--- src/design/hkst_pkg.sv ---
// Shared types and codes for the held key set tracker.
package hkst_pkg;

   localparam int SLOT_BITS   = 4;
   localparam int STATUS_BITS = 3;
   localparam int TYPE_BITS   = 2;
   localparam int PORT_CODE_BITS = 10;
   localparam int COUNT_OUT_BITS = 5;
   localparam int TOTAL_BITS  = 32;

   typedef enum logic [TYPE_BITS-1:0] {
      OP_RELEASE = 2'd0,
      OP_PRESS   = 2'd1,
      OP_CLEAR   = 2'd2,
      OP_READ    = 2'd3
   } op_type;

   typedef enum logic [STATUS_BITS-1:0] {
      ST_ADDED    = 3'd0,
      ST_REMOVED  = 3'd1,
      ST_DUP      = 3'd2,
      ST_DROPPED  = 3'd3,
      ST_ORPHAN   = 3'd4,
      ST_CLEARED  = 3'd5,
      ST_READ_OK  = 3'd6,
      ST_EMPTY    = 3'd7
   } status_type;

   typedef enum logic {
      BK_WAIT  = 1'b0,
      BK_APPLY = 1'b1
   } back_state_type;

   typedef struct packed {
      op_type                op;
      logic [SLOT_BITS-1:0]  slot;
   } cmd_ctl_type;

endpackage

--- src/design/hkst_front.sv ---
// Front end: accepts request words, decodes the request type and narrows the key code.
module hkst_front #(
   parameter int KEY_CODE_BITS = 10
) (
   input  logic                                  req_valid,
   output logic                                  req_ready,
   input  logic [hkst_pkg::TYPE_BITS-1:0]        req_type,
   input  logic [hkst_pkg::PORT_CODE_BITS-1:0]   req_key_code,
   input  logic [hkst_pkg::SLOT_BITS-1:0]        req_slot,
   input  logic                                  q_full,
   output logic                                  q_push,
   output hkst_pkg::cmd_ctl_type                 q_ctl,
   output logic [KEY_CODE_BITS-1:0]              q_code
);

   // Zero-extended copy so that the code can be cut to any storage width.
   logic [KEY_CODE_BITS+hkst_pkg::PORT_CODE_BITS-1:0] code_wide;

   assign req_ready = !q_full;
   assign q_push    = req_valid && !q_full;
   assign code_wide = {{KEY_CODE_BITS{1'b0}}, req_key_code};
   assign q_code    = code_wide[KEY_CODE_BITS-1:0];

   always_comb begin
      q_ctl.slot = req_slot;
      unique case (req_type)
         hkst_pkg::OP_RELEASE: begin
            q_ctl.op = hkst_pkg::OP_RELEASE;
         end
         hkst_pkg::OP_PRESS: begin
            q_ctl.op = hkst_pkg::OP_PRESS;
         end
         hkst_pkg::OP_CLEAR: begin
            q_ctl.op = hkst_pkg::OP_CLEAR;
         end
         default: begin
            q_ctl.op = hkst_pkg::OP_READ;
         end
      endcase
   end

endmodule

--- src/design/hkst_queue.sv ---
// Two-entry command queue between the front end and the list engine.
module hkst_queue #(
   parameter int WIDTH = 16
) (
   input  logic             clock,
   input  logic             reset,
   input  logic             push,
   input  logic [WIDTH-1:0] push_data,
   output logic             full,
   input  logic             pop,
   output logic             valid,
   output logic [WIDTH-1:0] pop_data
);

   logic [WIDTH-1:0] data_ff [2];
   logic             wr_ptr_ff;
   logic             wr_ptr_in;
   logic             rd_ptr_ff;
   logic             rd_ptr_in;
   logic [1:0]       count_ff;
   logic [1:0]       count_in;

   assign full     = (count_ff == 2'd2);
   assign valid    = (count_ff != 2'd0);
   assign pop_data = data_ff[rd_ptr_ff];

   always_comb begin
      wr_ptr_in = push ? !wr_ptr_ff : wr_ptr_ff;
      rd_ptr_in = pop  ? !rd_ptr_ff : rd_ptr_ff;
      count_in  = count_ff + 2'(push) - 2'(pop);
   end

   always_ff @(posedge clock) begin
      if (reset) begin
         wr_ptr_ff <= 1'b0;
         rd_ptr_ff <= 1'b0;
         count_ff  <= 2'd0;
      end else begin
         wr_ptr_ff <= wr_ptr_in;
         rd_ptr_ff <= rd_ptr_in;
         count_ff  <= count_in;
      end
   end

   always_ff @(posedge clock) begin
      if (push) begin
         data_ff[wr_ptr_ff] <= push_data;
      end
   end

endmodule

--- src/design/hkst_back.sv ---
// List engine: held key list, compaction, counters and the result register.
module hkst_back #(
   parameter int KEY_CAPACITY  = 16,
   parameter int KEY_CODE_BITS = 10
) (
   input  logic                                   clock,
   input  logic                                   reset,
   input  logic                                   q_valid,
   input  hkst_pkg::cmd_ctl_type                  q_ctl,
   input  logic [KEY_CODE_BITS-1:0]               q_code,
   output logic                                   q_pop,
   output logic                                   rsp_valid,
   input  logic                                   rsp_ready,
   output logic [hkst_pkg::STATUS_BITS-1:0]       rsp_status,
   output logic [hkst_pkg::COUNT_OUT_BITS-1:0]    rsp_held_count,
   output logic [hkst_pkg::PORT_CODE_BITS-1:0]    rsp_key_out,
   output logic [hkst_pkg::TOTAL_BITS-1:0]        rsp_duplicate_press_total,
   output logic [hkst_pkg::TOTAL_BITS-1:0]        rsp_dropped_press_total,
   output logic [hkst_pkg::TOTAL_BITS-1:0]        rsp_orphan_release_total
);

   localparam int CNT_BITS = $clog2(KEY_CAPACITY + 1);
   localparam int IDX_BITS = (KEY_CAPACITY > 1) ? $clog2(KEY_CAPACITY) : 1;
   localparam int TB       = hkst_pkg::TOTAL_BITS;
   localparam int OB       = hkst_pkg::PORT_CODE_BITS;

   hkst_pkg::back_state_type  state_ff;
   hkst_pkg::back_state_type  state_in;

   logic [KEY_CODE_BITS-1:0]  keys_ff [KEY_CAPACITY];
   logic [KEY_CODE_BITS-1:0]  keys_in [KEY_CAPACITY];
   logic [CNT_BITS-1:0]       total_ff;
   logic [CNT_BITS-1:0]       total_in;
   logic [TB-1:0]             dup_ff;
   logic [TB-1:0]             dup_in;
   logic [TB-1:0]             drop_ff;
   logic [TB-1:0]             drop_in;
   logic [TB-1:0]             orphan_ff;
   logic [TB-1:0]             orphan_in;

   hkst_pkg::cmd_ctl_type     ctl_ff;
   hkst_pkg::cmd_ctl_type     ctl_in;
   logic [KEY_CODE_BITS-1:0]  code_ff;
   logic [KEY_CODE_BITS-1:0]  code_in;
   logic                      hit_ff;
   logic                      hit_in;
   logic [IDX_BITS-1:0]       pos_ff;
   logic [IDX_BITS-1:0]       pos_in;

   logic                      rsp_valid_ff;
   logic                      rsp_valid_in;
   hkst_pkg::status_type      status_ff;
   hkst_pkg::status_type      status_in;
   logic [OB-1:0]             key_out_ff;
   logic [OB-1:0]             key_out_in;

   logic                      cmp_hit;
   logic [IDX_BITS-1:0]       cmp_pos;
   logic [31:0]               slot_wide;
   logic [KEY_CODE_BITS-1:0]  key_sel;
   logic [KEY_CODE_BITS+OB-1:0]                   key_wide;
   logic [CNT_BITS+hkst_pkg::COUNT_OUT_BITS-1:0]  count_wide;

   // Parallel compare against the live part of the list. Held codes are unique,
   // so at most one entry matches and its index is a plain OR of the hits.
   always_comb begin
      cmp_hit = 1'b0;
      cmp_pos = '0;
      for (int i = 0; i < KEY_CAPACITY; i++) begin
         if ((CNT_BITS'(i) < total_ff) && (keys_ff[i] == q_code)) begin
            cmp_hit = 1'b1;
            cmp_pos = cmp_pos | IDX_BITS'(i);
         end
      end
   end

   // Slot read mux for read requests.
   always_comb begin
      slot_wide = 32'(ctl_ff.slot);
      key_sel   = '0;
      for (int i = 0; i < KEY_CAPACITY; i++) begin
         if (slot_wide == 32'(i)) begin
            key_sel = keys_ff[i];
         end
      end
      key_wide = {{OB{1'b0}}, key_sel};
   end

   always_comb begin
      state_in     = state_ff;
      q_pop        = 1'b0;
      keys_in      = keys_ff;
      total_in     = total_ff;
      dup_in       = dup_ff;
      drop_in      = drop_ff;
      orphan_in    = orphan_ff;
      ctl_in       = ctl_ff;
      code_in      = code_ff;
      hit_in       = hit_ff;
      pos_in       = pos_ff;
      rsp_valid_in = rsp_valid_ff && !rsp_ready;
      status_in    = status_ff;
      key_out_in   = key_out_ff;

      unique case (state_ff)
         hkst_pkg::BK_WAIT: begin
            if (q_valid) begin
               q_pop    = 1'b1;
               ctl_in   = q_ctl;
               code_in  = q_code;
               hit_in   = cmp_hit;
               pos_in   = cmp_pos;
               state_in = hkst_pkg::BK_APPLY;
            end
         end
         hkst_pkg::BK_APPLY: begin
            // The list and counters only move when the result register is free,
            // so the result ports can show the live counters directly.
            if (!rsp_valid_ff || rsp_ready) begin
               rsp_valid_in = 1'b1;
               key_out_in   = '0;
               state_in     = hkst_pkg::BK_WAIT;
               unique case (ctl_ff.op)
                  hkst_pkg::OP_PRESS: begin
                     if (hit_ff) begin
                        dup_in    = dup_ff + TB'(1);
                        status_in = hkst_pkg::ST_DUP;
                     end else if (total_ff >= CNT_BITS'(KEY_CAPACITY)) begin
                        drop_in   = drop_ff + TB'(1);
                        status_in = hkst_pkg::ST_DROPPED;
                     end else begin
                        for (int i = 0; i < KEY_CAPACITY; i++) begin
                           if (CNT_BITS'(i) == total_ff) begin
                              keys_in[i] = code_ff;
                           end
                        end
                        total_in  = total_ff + CNT_BITS'(1);
                        status_in = hkst_pkg::ST_ADDED;
                     end
                  end
                  hkst_pkg::OP_RELEASE: begin
                     if (hit_ff) begin
                        for (int i = 0; i < KEY_CAPACITY - 1; i++) begin
                           if (IDX_BITS'(i) >= pos_ff) begin
                              keys_in[i] = keys_ff[i+1];
                           end
                        end
                        total_in  = total_ff - CNT_BITS'(1);
                        status_in = hkst_pkg::ST_REMOVED;
                     end else begin
                        orphan_in = orphan_ff + TB'(1);
                        status_in = hkst_pkg::ST_ORPHAN;
                     end
                  end
                  hkst_pkg::OP_CLEAR: begin
                     total_in  = '0;
                     status_in = hkst_pkg::ST_CLEARED;
                  end
                  default: begin
                     if (32'(total_ff) > slot_wide) begin
                        key_out_in = key_wide[OB-1:0];
                        status_in  = hkst_pkg::ST_READ_OK;
                     end else begin
                        status_in  = hkst_pkg::ST_EMPTY;
                     end
                  end
               endcase
            end
         end
         default: begin
            state_in = hkst_pkg::BK_WAIT;
         end
      endcase
   end

   always_ff @(posedge clock) begin
      if (reset) begin
         state_ff     <= hkst_pkg::BK_WAIT;
         total_ff     <= '0;
         dup_ff       <= '0;
         drop_ff      <= '0;
         orphan_ff    <= '0;
         rsp_valid_ff <= 1'b0;
      end else begin
         state_ff     <= state_in;
         total_ff     <= total_in;
         dup_ff       <= dup_in;
         drop_ff      <= drop_in;
         orphan_ff    <= orphan_in;
         rsp_valid_ff <= rsp_valid_in;
      end
   end

   always_ff @(posedge clock) begin
      keys_ff    <= keys_in;
      ctl_ff     <= ctl_in;
      code_ff    <= code_in;
      hit_ff     <= hit_in;
      pos_ff     <= pos_in;
      status_ff  <= status_in;
      key_out_ff <= key_out_in;
   end

   assign count_wide                = {{hkst_pkg::COUNT_OUT_BITS{1'b0}}, total_ff};
   assign rsp_valid                 = rsp_valid_ff;
   assign rsp_status                = status_ff;
   assign rsp_held_count            = count_wide[hkst_pkg::COUNT_OUT_BITS-1:0];
   assign rsp_key_out               = key_out_ff;
   assign rsp_duplicate_press_total = dup_ff;
   assign rsp_dropped_press_total   = drop_ff;
   assign rsp_orphan_release_total  = orphan_ff;

endmodule

--- src/design/held_key_set_tracker_top.sv ---
// A request word passes through the queue, the list engine's command registers
// and the result register before its result is valid. The engine takes one word
// at a time: a key compare as it pops, then the update and the result load.
// A two-entry queue lets the front end keep accepting while a result waits.
// Reset clears the held count, the three counters, the queue and the result valid;
// the key list itself is not cleared, as only entries below the held count are used.
module held_key_set_tracker_top #(
   parameter int KEY_CAPACITY  = 16,
   parameter int KEY_CODE_BITS = 10
) (
   input  logic                                   clock,
   input  logic                                   reset,
   input  logic                                   req_valid,
   output logic                                   req_ready,
   input  logic [hkst_pkg::TYPE_BITS-1:0]         req_type,
   input  logic [hkst_pkg::PORT_CODE_BITS-1:0]    req_key_code,
   input  logic [hkst_pkg::SLOT_BITS-1:0]         req_slot,
   output logic                                   rsp_valid,
   input  logic                                   rsp_ready,
   output logic [hkst_pkg::STATUS_BITS-1:0]       rsp_status,
   output logic [hkst_pkg::COUNT_OUT_BITS-1:0]    rsp_held_count,
   output logic [hkst_pkg::PORT_CODE_BITS-1:0]    rsp_key_out,
   output logic [hkst_pkg::TOTAL_BITS-1:0]        rsp_duplicate_press_total,
   output logic [hkst_pkg::TOTAL_BITS-1:0]        rsp_dropped_press_total,
   output logic [hkst_pkg::TOTAL_BITS-1:0]        rsp_orphan_release_total
);

   localparam int CMD_BITS = $bits(hkst_pkg::cmd_ctl_type) + KEY_CODE_BITS;

   logic                      q_full;
   logic                      q_push;
   logic                      q_pop;
   logic                      q_valid;
   hkst_pkg::cmd_ctl_type     push_ctl;
   logic [KEY_CODE_BITS-1:0]  push_code;
   hkst_pkg::cmd_ctl_type     pop_ctl;
   logic [KEY_CODE_BITS-1:0]  pop_code;
   logic [CMD_BITS-1:0]       pop_data;

   hkst_front #(
      .KEY_CODE_BITS (KEY_CODE_BITS)
   ) u_front (
      .req_valid    (req_valid),
      .req_ready    (req_ready),
      .req_type     (req_type),
      .req_key_code (req_key_code),
      .req_slot     (req_slot),
      .q_full       (q_full),
      .q_push       (q_push),
      .q_ctl        (push_ctl),
      .q_code       (push_code)
   );

   hkst_queue #(
      .WIDTH (CMD_BITS)
   ) u_queue (
      .clock     (clock),
      .reset     (reset),
      .push      (q_push),
      .push_data ({push_ctl, push_code}),
      .full      (q_full),
      .pop       (q_pop),
      .valid     (q_valid),
      .pop_data  (pop_data)
   );

   assign {pop_ctl, pop_code} = pop_data;

   hkst_back #(
      .KEY_CAPACITY  (KEY_CAPACITY),
      .KEY_CODE_BITS (KEY_CODE_BITS)
   ) u_back (
      .clock                     (clock),
      .reset                     (reset),
      .q_valid                   (q_valid),
      .q_ctl                     (pop_ctl),
      .q_code                    (pop_code),
      .q_pop                     (q_pop),
      .rsp_valid                 (rsp_valid),
      .rsp_ready                 (rsp_ready),
      .rsp_status                (rsp_status),
      .rsp_held_count            (rsp_held_count),
      .rsp_key_out               (rsp_key_out),
      .rsp_duplicate_press_total (rsp_duplicate_press_total),
      .rsp_dropped_press_total   (rsp_dropped_press_total),
      .rsp_orphan_release_total  (rsp_orphan_release_total)
   );

endmodule

--- config.mk ---
export PLATFORM = sky130hd
export DESIGN_NAME = held_key_set_tracker_top
export DESIGN_NICKNAME = d
export VERILOG_FILES = /design/src/design/hkst_pkg.sv /design/src/design/hkst_front.sv /design/src/design/hkst_queue.sv /design/src/design/hkst_back.sv /design/src/design/held_key_set_tracker_top.sv
export SDC_FILE = /design/constraint.sdc
export NUM_CORES = 1
export LEC_CHECK = 0
export BUFFER_PORTS_ARGS = -buffer_cell sky130_fd_sc_hd__clkbuf_2
export CORE_ASPECT_RATIO = 1.4
export CORE_UTILIZATION = 48
export DETAILED_ROUTE_END_ITERATION = 10
export PLACE_DENSITY = 0.72
export SLEW_MARGIN = 30
export SYNTH_ARGS = -nofsm -noshare
export SYNTH_HDL_FRONTEND = slang
export SYNTH_SLANG_ARGS = --single-unit
--- constraint.sdc ---
create_clock -name clock -period 2.79 [get_ports clock]
set_input_delay 0.4185 -clock clock [delete_from_list [all_inputs] [get_ports clock]]
set_output_delay 0.4185 -clock clock [all_outputs]
set_load 0.03 [all_outputs]
**After elaboration in Yosys (flattened, before gate mapping)**

Memory sizes are Yosys's and may differ from the RTL's. A register that Yosys moved wholly into a read port is not among the register bits.
Index checks and enable logic that the tools add are counted.

- Bits in registers: 301
- Bits in writable memories: 32
- Bits of input ports: 20
- Output and inout bits: 116
- Word-level logic and storage cells: 307
- Memories kept: 1

Memory list:

| memory | words | bits a word | rd ports | clocked after memory_dff | write ports | line | RTL |
|---|---|---|---|---|---|---|---|
| u_queue.data_ff | 2 | 16 | 1 | 1 | 1 | hkst_queue.sv:15 | `logic [WIDTH-1:0] data_ff [2];` |

- Add/subtract/negate cells: 7
- Order comparisons: 33
- Equal/unequal tests: 84
- Multiplexer cells: 85
- Bitwise operators: 4
- Reduce and logical (&&, ||, !) cells: 58

Operator list:

| operator | count |
|---|---|
| two-way mux 10 bit | 47 |
| two-way mux 160 bit | 2 |
| case mux 150 bit (2 select lines) | 1 |
| equality test 10 bit | 16 |
| two-way mux 150 bit | 1 |
| AND reduction 8 bit | 15 |
| adder 32 x 1 -> 32 bit, second input constant | 3 |
| != test 2 x 1 -> 1 bit, second input constant | 31 |
| equality test 4 x 5 -> 1 bit, first input constant | 8 |
| less-than comparator 4 x 5 -> 1 bit, first input constant | 8 |
| equality test 4 bit, second input constant | 8 |
| greater-or-equal comparator 4 bit, first input constant | 7 |
| two-way mux 4 bit | 6 |
| equality test 3 x 5 -> 1 bit, first input constant | 4 |
| less-than comparator 3 x 5 -> 1 bit, first input constant | 4 |
| logical AND 1 bit | 18 |
| two-way mux 3 bit | 6 |
| equality test 4 x 3 -> 1 bit, second input constant | 4 |
| greater-or-equal comparator 3 x 4 -> 1 bit, first input constant | 4 |
| two-way mux 5 bit | 3 |
| case mux 5 bit (3 select lines) | 1 |
| OR reduction 15 bit | 1 |
| two-way mux 1 bit | 12 |
| AND reduction 6 bit | 2 |
| 35 further kinds | 59 |

**Depth between registers and ports, before layout**

- Word-level depth: 17
- Depth in mapped cells: 11
- Mapped depth without buffers: 9

**Hierarchy**

A second synthesis with hierarchy kept.

- Cells, all modules: 1636
- Area, all modules: 17586.9 sq um

Modules (own cells, without submodules):

| module | times used | cells an instance | area each (sq um) | sequential area each (sq um) |
|---|---|---|---|---|
| hkst_back | 1 | 1547 | 16035.4 | 7887.6 |
| hkst_queue | 1 | 71 | 1428.9 | 1061.0 |
| hkst_front | 1 | 18 | 122.6 | 0.0 |

**Worst setup path after synthesis**

Ideal clock, no wire load.

- Path kind: register -> register
- From: register u_back.ctl_ff[1] (netlist bit)
- To: register u_back.key_out_ff[5] (netlist: u_back.rsp_key_out[5]) (data pin)
- Library setup time: 0.266 ns
- Arrival: 2.443 ns
- Data required time: 2.524 ns
- Setup slack: 0.081 ns
- Cell stages (with the launch flop): 12
- Path buffers: 2
- Clock period less this slack: 2.709 ns
- Cells stage by stage: edfxtp_1 buf_2 clkbuf_1 clkinv_1 ha_1 nor2b_1 o21a_1 o21a_1 o21ai_0 a21oi_1 nand2_1 nor3_1

- Longest elaborated chain between the ends: 17
- Elaborated cells between the ends (all ways): 35
- Classes of those cells: order compare: 1; eq/ne: 15; mux: 16; bitwise: 1; reduce/logical: 2

RTL lines:

| element | line | RTL |
|---|---|---|
| from (decl) | hkst_back.sv:41 | `hkst_pkg::cmd_ctl_type ctl_ff;` |
| from (signal assigned) | hkst_back.sv:196 | `ctl_ff <= ctl_in;` |
| logical NOT 4 bit | hkst_back.sv:82 | `if (slot_wide == 32'(i)) begin` |
| two-way mux 10 bit (16 in a row) | hkst_back.sv:82 |  |
| to (signal assigned) | hkst_back.sv:201 | `key_out_ff <= key_out_in;` |
| to (decl) | hkst_back.sv:54 | `logic [OB-1:0] key_out_ff;` |

Several ways; a longest one is shown, not always the timed one.
A chain may end at the register's enable or synchronous reset.

**Final worst setup path**

- From: register u_back.ctl_ff[3] (netlist bit)
- To: register u_back.key_out_ff[6] (netlist: u_back.rsp_key_out[6]) (data pin)

The elaborated chain is that of the path after synthesis.

==> metrics.md <==
| Metric | Value |
|---|---|
| ANT nets after route | `0` |
| Post-synthesis cell count | `1586` |
| Synth Area in Compound Gates | `13.8%` |
| Synth area leader | `edfxtp_1` |
| Pwr Density | `928 nW/um2` |
| GR Overflow Total | `0` |
| Synth warn | `0` |
| Cell Area, Synth | `17400 um2` |
| Clock power frac | `26.3%` |
| Crit path time final | `2.69 ns` |
| Sequential cell area fraction in the yosys report | `51.5%` |
| Crit share post-route | `96.4%` |
| CP Data Arrival Time | `2.95 ns` |
| Synth top area cells | `edfxtp_1 39%, dfxtp_1 12%, xnor2_1 7.6%` |
| Maximum clock path buffer count | `3` |
| Max Slew Vio Count | `0` |
| Max_cap viols | `0` |
| DRT Pass-1 Iters | `5` |
| Dpl cell area | `18900 um2` |
| # rows | `82` |
| Synth cell types | `75` |
| Total chip power | `18.8 mW` |
| Worst Tran Pin Value | `0.925 ns` |
| Area growth syn-to-layout | `16.5%` |
| Vias in the first global route | `13100` |
| Clock slew at reported path FFs | `0.06 ns` |
| PortBufs | `135` |
| Largest family of logic cells by synthesized area | `compound AO/OA/AOI/OAI gates` |
| Peak VDD IR | `0.000495 V` |
| Required arrival time at the worst endpoint | `3.05 ns` |
| H-tree levels | `2` |
| Post-synth EDFFs | `226` |
| # IOs | `136` |
| DP HPWL | `37500 um` |
| Final Hold Vio Count | `0` |
| Largest net degree at the start of global routing | `78` |
| Post-Synth XOR/XNOR Area | `11.7%` |
| Vias per inst | `5.98` |
| Critical path endpoint category | `register` |
| Sw frac | `35.1%` |
| Syn_area_per_cell | `10.9 um2` |
| Fmax | `0.372 GHz` |
| TNS Setup | `0 ns` |
| DRT Wirelength | `51500 um` |
| First-pass GRT wire length | `77900 um` |
| Post-synth top flop | `edfxtp_1` |
| Worst Path Max Fanout | `6` |
| Routed length per placed instance | `23.1 um` |
| Routed vias | `13300` |
| Mapped Nets | `1620` |
| Final net count | `1778` |
| Crit start category | `register` |
| Asr flop ratio synth | `0%` |
| Combinational power share | `37.2%` |
| Internal power | `12.2 mW` |
| Seq pwr share | `36.5%` |
| Finished Cell Area | `20200 um2` |
| Max_slew headroom | `38.3%` |
| RSZ-0062 raised after global routing | `no` |
| Simple-gate share of the synthesized area | `13.3%` |
| Leak Pwr | `8.15 nW` |
| Status | `finished clean` |
| Worst Hold Class | `in -> reg` |
| Worst-skew pair later-pin latency | `0.53 ns` |
| WS Path Type | `reg -> reg` |
| ANT cells | `0` |
| CTS tree | `yes` |
| Net switching power | `6.58 mW` |
| DRC marker count from the first detailed-route iteration | `926` |
| CTS sink cnt | `334` |
| Mux share of post-synthesis cell area | `5.12%` |
| Die height | `227 um` |
| Most frequent cells in the layout | `226 x edfxtp_1, 152 x a21o_1, 151 x xnor2_1, 134 x clkbuf_2, 126 x nor2_1` |
| Layout cell share with drive strength beyond 1 | `19.1%` |
| Synth Area in Adders | `1.01%` |
| Starting density of the core | `48.6%` |
| Most common cell after layout, fill and taps aside | `edfxtp_1` |
| Die area | `37000 um2` |
| Final setup viols | `0` |
| Root Driver | `clkbuf_16` |
| Post-synth top area share | `39.1%` |
| Initial antenna violation count | `0` |
| Core area | `35700 um2` |
| DIE WIDTH | `163 um` |
| Tot GR Track Use | `28.0%` |
| Remaining DRCs | `0` |
| CTS buffer count | `35` |
| Clock skew | `0.0229 ns` |
| Flops & latches, synth | `334` |
| GPL Wtd Cong | `0.964` |
layer usage:
metal	up-vias	track usage (%)	share of wire [%]
met5	-	0	0
met2	604	49.5	51
met1	6526	33.3	37
met4	0	13.7	5.2
met3	134	3.95	7.1
li1	6068	-	-
final timing paths:
check             slack [ns]  cells after the start         startpoint               endpoint
setup / recovery        0.10                      7   u_back.ctl_ff[3]  u_back.rsp_key_out[6]
hold / removal           0.1                      1    req_key_code[3]  u_queue.data_ff[0][3]
setup reg to reg        0.10                      7   u_back.ctl_ff[3]  u_back.rsp_key_out[6]
hold reg to reg         0.45                      0  u_back.code_ff[8]      u_back.keys_ff[8]
through the flow:
step | setup WS, ns | hold WS, ns | utilization [%] | instances
global route | 0.0129 | 0.0813 | 56.6 | 2231
floorplan | 0.0809 | 0.417 | - | 1586
detailed placement | 0.104 | 0.434 | 53.0 | 2160
CTS | 0.0833 | 0.0728 | 56.3 | 2222
global placement | 0.143 | 0.420 | 53.0 | 2160
finish | 0.101 | 0.0952 | 56.6 | 2231
cells by family (layout without fill, tap and decap cells):
group                    after synthesis  count (layout)
adder cells (fa/ha/maj)               14              14
multiplexers                          58              58
AND/OR/NAND/NOR                      448             448
XOR/XNOR                             231             231
buffers and inverters                139             322
flip-flops                           334             334
AO/OA/AOI/OAI                        362             362
worst max-delay path, stage by stage (launching register included):
cell and delay [ns]:
edfxtp_1 0.57, clkinv_1 0.20, ha_1 0.34, o21a_1 0.11, o21ai_0 0.14, a21oi_1 0.24
nand2_1 0.28, a211oi_1 0.54
power by group through the flow:
| stage | registers [mW] | logic [mW] | clock network, mW |
|---|---|---|---|
| 2_1_floorplan | 6.85 | 4.59 | 0 |
| 3_3_place_gp | 6.92 | 6.68 | 0 |
| 3_5_place_dp | 6.93 | 6.78 | 0 |
| 4_1_cts | 6.83 | 6.81 | 5.00 |
| 5_1_grt | 6.89 | 7.45 | 5.18 |
| 6_report | 6.85 | 6.97 | 4.93 |
area by class of cell:
type / instances / area, um2
Timing Repair Buffer: 223 / 1530
Multi-Input combinational cell: 1113 / 7820
Clock buffer: 39 / 943
Tap cell: 462 / 578
Clock inverter: 23 / 259
Fill cell: 3031 / 15500
Sequential cell: 334 / 8950
Inverter: 37 / 139
state kept, by name, indices dropped and copies added, names as in the netlist, 2 cells and up, named ones only:
register	count
u_back.rsp_held_count	5
u_back.rsp_orphan_release_total	32
u_back.rsp_dropped_press_total	32
u_back.pos_ff	4
u_back.rsp_status	3
u_queue.count_ff	2
u_back.rsp_duplicate_press_total	32
u_back.keys_ff	160
u_back.ctl_ff	6
u_back.code_ff	10
u_queue.data_ff	32
u_back.rsp_key_out	10
synth_stat cells, drive strengths merged (4+ instances only):
library cell  number
nor2             130
a22oi              8
mux4              16
inv               34
a222oi             4
buf               37
nor2b             10
ha                14
dfxtp            108
nand3             47
or3               32
clkbuf            65
mux2i             35
o21a               8
xor2              80
nand2             76
and4              10
xnor2            151
o41ai              4
edfxtp           226
nor4              25
nor3              36
or4                4
nand4             30
and2               5
a31oi              9
or2                5
a21oi             62
a211oi             9
a21o             152
mux2               7
and3              29
o21ai             82
repair_timing:
action | 4_1_cts | 5_1_grt
buffers inserted | 0 | 8
setup endpoints to repair | 0 | 1
hold buffers | 0 | 0
resized for setup | 0 | 2
Note: power is estimated with default switching activity, not from simulation.
